$ cat config.mk
export PLATFORM = sky130hd
export DESIGN_NAME = ptds_div
export DESIGN_NICKNAME = d
export VERILOG_FILES = /design/src/assert_macros.svh /design/src/ptds_pkg.sv /design/src/ptds_div.sv
export SDC_FILE = /design/constraint.sdc
export NUM_CORES = 1
export LEC_CHECK = 0
export BUFFER_PORTS_ARGS = -buffer_cell sky130_fd_sc_hd__buf_4
export CAP_MARGIN = 20
export CORE_MARGIN = 8
export CORE_UTILIZATION = 57
export CTS_CLUSTER_DIAMETER = 100
export CTS_CLUSTER_SIZE = 10
export DETAILED_ROUTE_END_ITERATION = 8
export PLACE_DENSITY = 0.92
export REMOVE_ABC_BUFFERS = 1
export SYNTH_ARGS = -nofsm -noshare
export SYNTH_HDL_FRONTEND = slang
export SYNTH_SLANG_ARGS = --single-unit
$ cat constraint.sdc
create_clock -name clk_i -period 5.75 [get_ports clk_i]
set_input_delay 0.8625 -clock clk_i [delete_from_list [all_inputs] [get_ports clk_i]]
set_output_delay 0.8625 -clock clk_i [all_outputs]
set_load 0.05 [all_outputs]
$ cat src/assert_macros.svh
// ----------------------------------------------------------------------------
// assert_macros.svh
// concurrent assertion helpers shared by the rtl
// ----------------------------------------------------------------------------
`ifndef ASSERT_MACROS_SVH
`define ASSERT_MACROS_SVH

// same-cycle implication
`define ASSERT_IMPLIES(label, clk, rst_n, ante, cons, msg) \
  label: assert property (@(posedge clk) disable iff (!rst_n) (ante) |-> (cons)) \
    else $error(msg);

// next-cycle implication
`define ASSERT_NEXT(label, clk, rst_n, ante, cons, msg) \
  label: assert property (@(posedge clk) disable iff (!rst_n) (ante) |=> (cons)) \
    else $error(msg);

`endif

$ cat src/ptds_pkg.sv
// ----------------------------------------------------------------------------
// ptds_pkg
// shared widths, field offsets, codes and types of the texel depth shader
// ----------------------------------------------------------------------------
package ptds_pkg;

  localparam int COORD_W = 12;
  localparam int DIFF_W  = 13;
  localparam int PIX_W   = 8;
  localparam int ATTR_W  = 16;
  localparam int TIDX_W  = 12;
  localparam int COLOR_W = 32;
  localparam int DEPTH_W = 16;
  localparam int SLOT_W  = 2;
  localparam int FUNC_W  = 2;

  localparam int EW     = 30;
  localparam int RCP_W  = 25;
  localparam int MA_W   = 30;
  localparam int MB_W   = 26;
  localparam int PROD_W = 56;
  localparam int NS_W   = 57;
  localparam int DEN_W  = 56;

  localparam int IN_DATA_W  = 136;
  localparam int OUT_DATA_W = 64;

  localparam int IN_SLOT_LO = 0;
  localparam int IN_X_LO    = 2;
  localparam int IN_Y_LO    = 14;
  localparam int IN_W_LO    = 26;
  localparam int IN_U_LO    = 42;
  localparam int IN_V_LO    = 58;
  localparam int IN_PX_LO   = 74;
  localparam int IN_PY_LO   = 82;
  localparam int IN_TI_LO   = 90;
  localparam int IN_COL_LO  = 102;

  localparam logic [DEPTH_W-1:0] DEPTH_FAR  = 16'hFFFF;
  localparam logic [RCP_W-1:0]   RCP_ONE    = 25'd65536;
  localparam logic [RCP_W-1:0]   DIV_ONE24  = 25'h100_0000;
  localparam logic [16:0]        DEPTH_SPAN = 17'd65536;
  localparam logic [SLOT_W-1:0]  SLOT_NONE  = 2'd3;

  typedef enum logic [FUNC_W-1:0] {
    FN_VERTEX = 2'd0,
    FN_SHADE  = 2'd1,
    FN_CLEAR  = 2'd2,
    FN_TEXEL  = 2'd3
  } func_e;

  typedef struct packed {
    logic rd;
    logic wr;
  } dreq_t;

  typedef struct packed {
    logic busy;
    logic done;
  } div_stat_t;

endpackage

$ cat src/ptds_div.sv
// ----------------------------------------------------------------------------
// ptds_div
// restoring unsigned divider, one quotient bit per cycle
// ----------------------------------------------------------------------------
module ptds_div #(
  parameter int unsigned NUM_W = 67,
  parameter int unsigned DEN_W = 56
) (
  input  logic                  clk_i,
  input  logic                  rst_ni,
  input  logic                  start_i,
  input  logic [NUM_W-1:0]      num_i,
  input  logic [DEN_W-1:0]      den_i,
  output ptds_pkg::div_stat_t   stat_o,
  output logic [NUM_W-1:0]      quo_o,
  output logic                  rem_nz_o
);

  localparam int unsigned CNT_W = $clog2(NUM_W + 1);

  logic [NUM_W-1:0] num_q, num_d;
  logic [DEN_W:0]   rem_q, rem_d;
  logic [DEN_W-1:0] den_q, den_d;
  logic [CNT_W-1:0] cnt_q, cnt_d;
  logic             done_q, done_d;

  logic [DEN_W:0]   rem_sh;
  logic [DEN_W+1:0] diff;
  logic             ge;

  assign rem_sh = {rem_q[DEN_W-1:0], num_q[NUM_W-1]};
  assign diff   = {1'b0, rem_sh} - {2'b00, den_q};
  assign ge     = !diff[DEN_W+1];

  always_comb begin
    num_d  = num_q;
    rem_d  = rem_q;
    den_d  = den_q;
    cnt_d  = cnt_q;
    done_d = 1'b0;
    if (start_i && cnt_q == '0) begin
      num_d = num_i;
      den_d = den_i;
      rem_d = '0;
      cnt_d = CNT_W'(NUM_W);
    end else if (cnt_q != '0) begin
      rem_d  = ge ? diff[DEN_W:0] : rem_sh;
      num_d  = {num_q[NUM_W-2:0], ge};
      cnt_d  = cnt_q - 1'b1;
      done_d = (cnt_q == CNT_W'(1));
    end
  end

  always_ff @(posedge clk_i or negedge rst_ni) begin
    if (!rst_ni) begin
      cnt_q  <= '0;
      done_q <= 1'b0;
    end else begin
      cnt_q  <= cnt_d;
      done_q <= done_d;
    end
  end

  always_ff @(posedge clk_i) begin
    num_q <= num_d;
    rem_q <= rem_d;
    den_q <= den_d;
  end

  assign stat_o.busy = (cnt_q != '0);
  assign stat_o.done = done_q;
  assign quo_o       = num_q;
  assign rem_nz_o    = |rem_q;

endmodule

[Word level (Yosys, flattened, before mapping)]
Cells that the tools add are included.
Operators by class
  add/sub/neg operators: 2
  eq/ne operators: 1
  mux-type cells: 7
  reductions and logical operators: 6
Operators by type and width (number)
  $mux 67: 2
  $sub 57x56->58: 1
  $mux 57: 1
  $reduce_or 57->1: 1
  $mux 7: 2
  $eq 7x1->1 const B: 1
  $logic_not 7->1: 1
  $reduce_bool 7->1: 1
  $sub 7x1->7 const B: 1
  $mux 1: 2
  $reduce_bool 2->1: 1
  $logic_and 1x1->1: 1
  $logic_not 1->1: 1
Storage, ports and cells
  flip-flop bits (word level): 188
  input bits: 126
  output and inout port bits: 70
  word-level logic and storage cells: 21

[Logic depth before layout (Yosys ltp)]
  word-level depth: 4
  gate-level depth with buffers: 15

[Worst setup path after synthesis]
No wires, ideal clock.
  path type: register -> register
  from: register cnt_q[0]
  to: register num_q[57], in the netlist quo_o[57], data pin
  arrival: 3.844 ns
  data required time: 5.486 ns
  path slack: 1.642 ns
  stages on the path, launching flop included: 11
  path buffers: 3
  period minus slack after synthesis: 4.108 ns
  cell sequence: dfrtp_1 -> inv_1 -> ha_1 -> nand3b_1 -> nor2b_1 -> buf_6 -> nand2_1 -> inv_1 -> clkbuf_1 -> buf_1 -> mux2_2
Between the ends
  longest elaborated chain between the ends: 3
Ends and longest elaborated chain
  from (decl): RTL line ptds_div.sv:24  | logic [CNT_W-1:0] cnt_q, cnt_d;
  from (signal assigned): RTL line ptds_div.sv:59  | cnt_q <= cnt_d;
  $logic_not 7->1: RTL line ptds_div.sv:41  | if (start_i && cnt_q == '0) begin
  $logic_and 1x1->1: RTL line ptds_div.sv:41
  $mux 67: RTL line ptds_div.sv:41
  via num_d[57]: RTL line ptds_div.sv:21  | logic [NUM_W-1:0] num_q, num_d;
  to (signal assigned): RTL line ptds_div.sv:65  | num_q <= num_d;
  to (decl): RTL line ptds_div.sv:21
The timed path passes the listed nets, and every way through them passes these cells.
A chain may end at the register's enable or synchronous reset.

==> results.txt <==
Via/cell ratio -> 5.939
Synth Flop Type -> edfxtp_1
Number of synthesized flops with an enable pin -> 123
P_sw -> 4.002 mW
Clk Latency, worst-skew pair -> 0.45 ns
Actual slew at the worst max-slew pin -> 0.9545 ns
Synth-to-Final Area Change -> 18.77%
Max VDD drop -> 0.0005495 V
Deepest clock path buffer count -> 2
GP Congestion -> 0.9441
Register area share after synthesis -> 45.25%
Core Area -> 19,330 um2
Average wire per standard cell -> 18.72 um
Switching part of the total power -> 46.93%
RSZ-0062 raised after global routing -> false
Number of antenna violations at the first check in global routing -> 0
CTS tree -> yes
Clock-pin slew on the worst setup and hold paths -> 0.08 ns
Async S/R FF share, synth -> 4.255%
P_leak -> 5.481 nW
Status -> completed
Die X -> 155.7 um
CP endpoint kind -> output pin
Fmax -> 243.3 MHz
Flop pwr share -> 29.4%
Die height -> 155.7 um
Critical Path RT -> 4.89 ns
Crit path cell chain -> inv_1 > ha_1 > nand3b_1 > nor2b_4 > inv_1 > buf_4
Worst Setup Slack, final -> 1.640 ns
Clk pwr share -> 14.1%
Most frequent CP cell -> inv_1
GRT Resource Usage Total -> 23.92%
Crit-path max cell delay -> 0.77 ns
Pre-CTS worst setup slack -> 2.006 ns
Setup-failing EPs final -> 0
Vias post-DR -> 9,206
Post-DP Area -> 12,590 um2
Row Count -> 51
Final hold violations -> 0
Total wire length -> 29,020 um
Kind of critical path -> flip-flop to output pin
Gr ovfl total -> 0
Count of buffers from port buffering -> 195
CP startpoint kind -> flip-flop
Area contributors post-synth -> edfxtp_1 33%, dfxtp_1 10%, mux2_2 6.8%
Hold-fix buffers at CTS -> 0
Synth Instances -> 1,110
Worst slew margin -> 36.30%
Die area -> 24,250 um2
Top delay family on crit path -> buffers and inverters
Final cycle utilization of the critical path -> 71.48%
Largest net degree at the start of global routing -> 90
DRC -> 0
Synth unique cells -> 78
Final nets -> 1,457
CTS root buffer -> clkbuf_16
Power density cells -> 645.4 nW/um2
Fin crit period -> 4.110 ns
Fillers -> 1,450
Crit-path slowest cell -> nor2b_4
CTS HTree Levels -> 4
Antenna-violating nets left -> 0
Max-cap check violation count -> 0
Max Fanout on Critical Path -> 37
Syn_area_per_cell -> 10.02 um2
Warnings, synthesis -> 0
CP arrival -> 3.25 ns
Vias in the first global route -> 9,221
Cell area after synthesis -> 11,130 um2
Design area -> 13,210 um2
Combinational share of power -> 56.6%
Post_cts resized -> 0
DR pass1 iterations -> 6
CTS Sinks -> 188
Pint -> 4.525 mW
HPWL Detailed -> 21,820 um
Inserted Clock Buffers -> 17
Antenna cell count -> 0
Worst setup skew after layout -> 0.01835 ns
Postcts setup bufs -> 0
Seq cells post-synth -> 188
Tightest Hold Check Type -> input pin to asynchronous set/reset pin
Synth area leader -> edfxtp_1
Buf+Inv Stages, Crit Path -> 3
Drt initial violations -> 733
I/O Pins -> 196
Share of cells above drive strength 1 -> 25.06%
First-pass GRT wire length -> 46,260 um
Total power -> 8.528 mW
Initial Util -> 57.54%
Share of the synthesized area in the top cell type -> 33.20%
Slew Limit Fails -> 0
## area by class of cell
class | instances | area, um2 | share of cell area (%)
timing repair buffer | 204 | 1551 | 11.74
clock inverter | 14 | 170.2 | 1.288
multi-input combinational | 777 | 5379 | 40.71
sequential | 188 | 5035 | 38.10
tap | 265 | 331.6 | 2.509
inverter | 84 | 317.8 | 2.405
clock buffer | 18 | 429.2 | 3.248
## registers in the layout, summed over array words and instances, names as in the netlist
signal,flops
quo_o,67
rem_q,57
den_q,56
cnt_q,7
done_q,1
## placed cells by master (no fill, tap or decap), types with 5 or more instances in the layout
master	count
nor2b_1	5
dfxtp_1	57
nand2b_1	11
ha_1	58
nand3_1	25
a211oi_1	8
nor2_1	68
buf_4	203
a21o_1	20
o21a_1	5
xnor2_1	28
clkbuf_16	17
mux2_2	67
nand2_1	81
nor4_1	18
nand4_1	21
mux2i_1	9
or3_1	5
a31oi_1	11
nor3_1	9
a22o_1	11
o211ai_1	16
o21ai_0	75
xor2_1	25
a32oi_1	7
dfrtp_1	8
a21oi_1	118
inv_8	5
inv_1	81
edfxtp_1	123
o21bai_1	10
## metrics by stage
| step | hold slack (ns) | utilization, % | TNS, ns | cells |
|---|---|---|---|---|
| after floorplan | 0.4105 | - | -46.75 | 1049 |
| after global placement | 0.4352 | 65.10 | 0 | 1517 |
| after detailed placement | 0.4281 | 65.10 | 0 | 1517 |
| after CTS | 0.2069 | 68.20 | 0 | 1549 |
| after global routing | 0.2097 | 68.34 | 0 | 1550 |
| final | 0.2213 | 68.34 | 0 | 1550 |
## layer usage
metal | wire length, um | global-route usage, % | up-vias
li1 | - | - | 4397
met1 | 11480 | 27.26 | 4302
met2 | 13960 | 40.63 | 447
met3 | 2909 | 9.141 | 60
met4 | 672 | 7.810 | 0
met5 | 0 | 0 | -
## cell families after synthesis
family          count (synthesis)  share of synthesized area [%]
buf+inv                       145                          6.489
xor+xnor                       53                          4.172
flops                         188                          45.25
mux                            76                          7.591
compound gates                325                          18.40
fa+ha+maj                      59                          6.703
simple gates                  264                          11.39
## power groups by stage
stage          logic, mW  clock network [mW]  registers, mW
6_report            4.82                1.20           2.50
5_1_grt             5.24                1.27           2.56
4_1_cts             4.79                1.22           2.49
3_5_place_dp        4.77                   0           2.51
3_3_place_gp        4.63                   0           2.49
2_1_floorplan       2.76                   0           3.26
## worst register-to-register path, cell delays in order, from the launching register on
cell and delay, ns:
edfxtp_1 0.42, inv_1 0.08, ha_1 0.22, nor2b_1 0.15, o31a_1 0.29, o21ai_0 0.28
a31oi_1 0.21, o21ai_1 0.16, o211ai_1 0.17, o41ai_4 0.26, buf_4 0.56, nand2b_1 0.50
nor4b_1 0.11, a211o_1 0.23
## Yosys cell counts (5+ instances only)
cell type / number
dfrtp_1: 8
buf_2: 7
nor2b_1: 6
nor3_1: 9
nand4_1: 21
a21o_1: 20
inv_1: 83
nand2b_1: 11
xor2_1: 25
buf_6: 13
nand2_1: 81
dfxtp_1: 57
a31oi_1: 11
clkbuf_1: 30
mux2i_1: 9
nor2_1: 69
ha_1: 58
mux2_2: 67
a211oi_1: 8
o21a_1: 5
a32oi_1: 7
a22o_1: 11
o21ai_0: 75
o21bai_1: 10
nand3_1: 25
xnor2_1: 28
or3_1: 5
edfxtp_1: 123
a21oi_1: 118
nor4_1: 18
o211ai_1: 16
## final timing paths
kind                                       from                endpoint  slack [ns]  cells after the start
setup / recovery           cnt_q[0]$_DFFE_PN0P_               stat_o[1]        1.64                      6
hold / removal                           rst_ni    cnt_q[6]$_DFFE_PN0P_        0.22                      1
setup reg to reg             den_q[1]$_DFFE_PP_  rem_q[56]$_SDFFE_PP0P_        2.01                     13
hold reg to reg            cnt_q[2]$_DFFE_PN0P_        done_q$_DFF_PN0_        0.46                      1
max in group asynchronous                rst_ni    cnt_q[3]$_DFFE_PN0P_        5.39                      1
min in group clk_i         cnt_q[2]$_DFFE_PN0P_        done_q$_DFF_PN0_        0.46                      1
No activity file was read; power rests on OpenSTA's default activity.
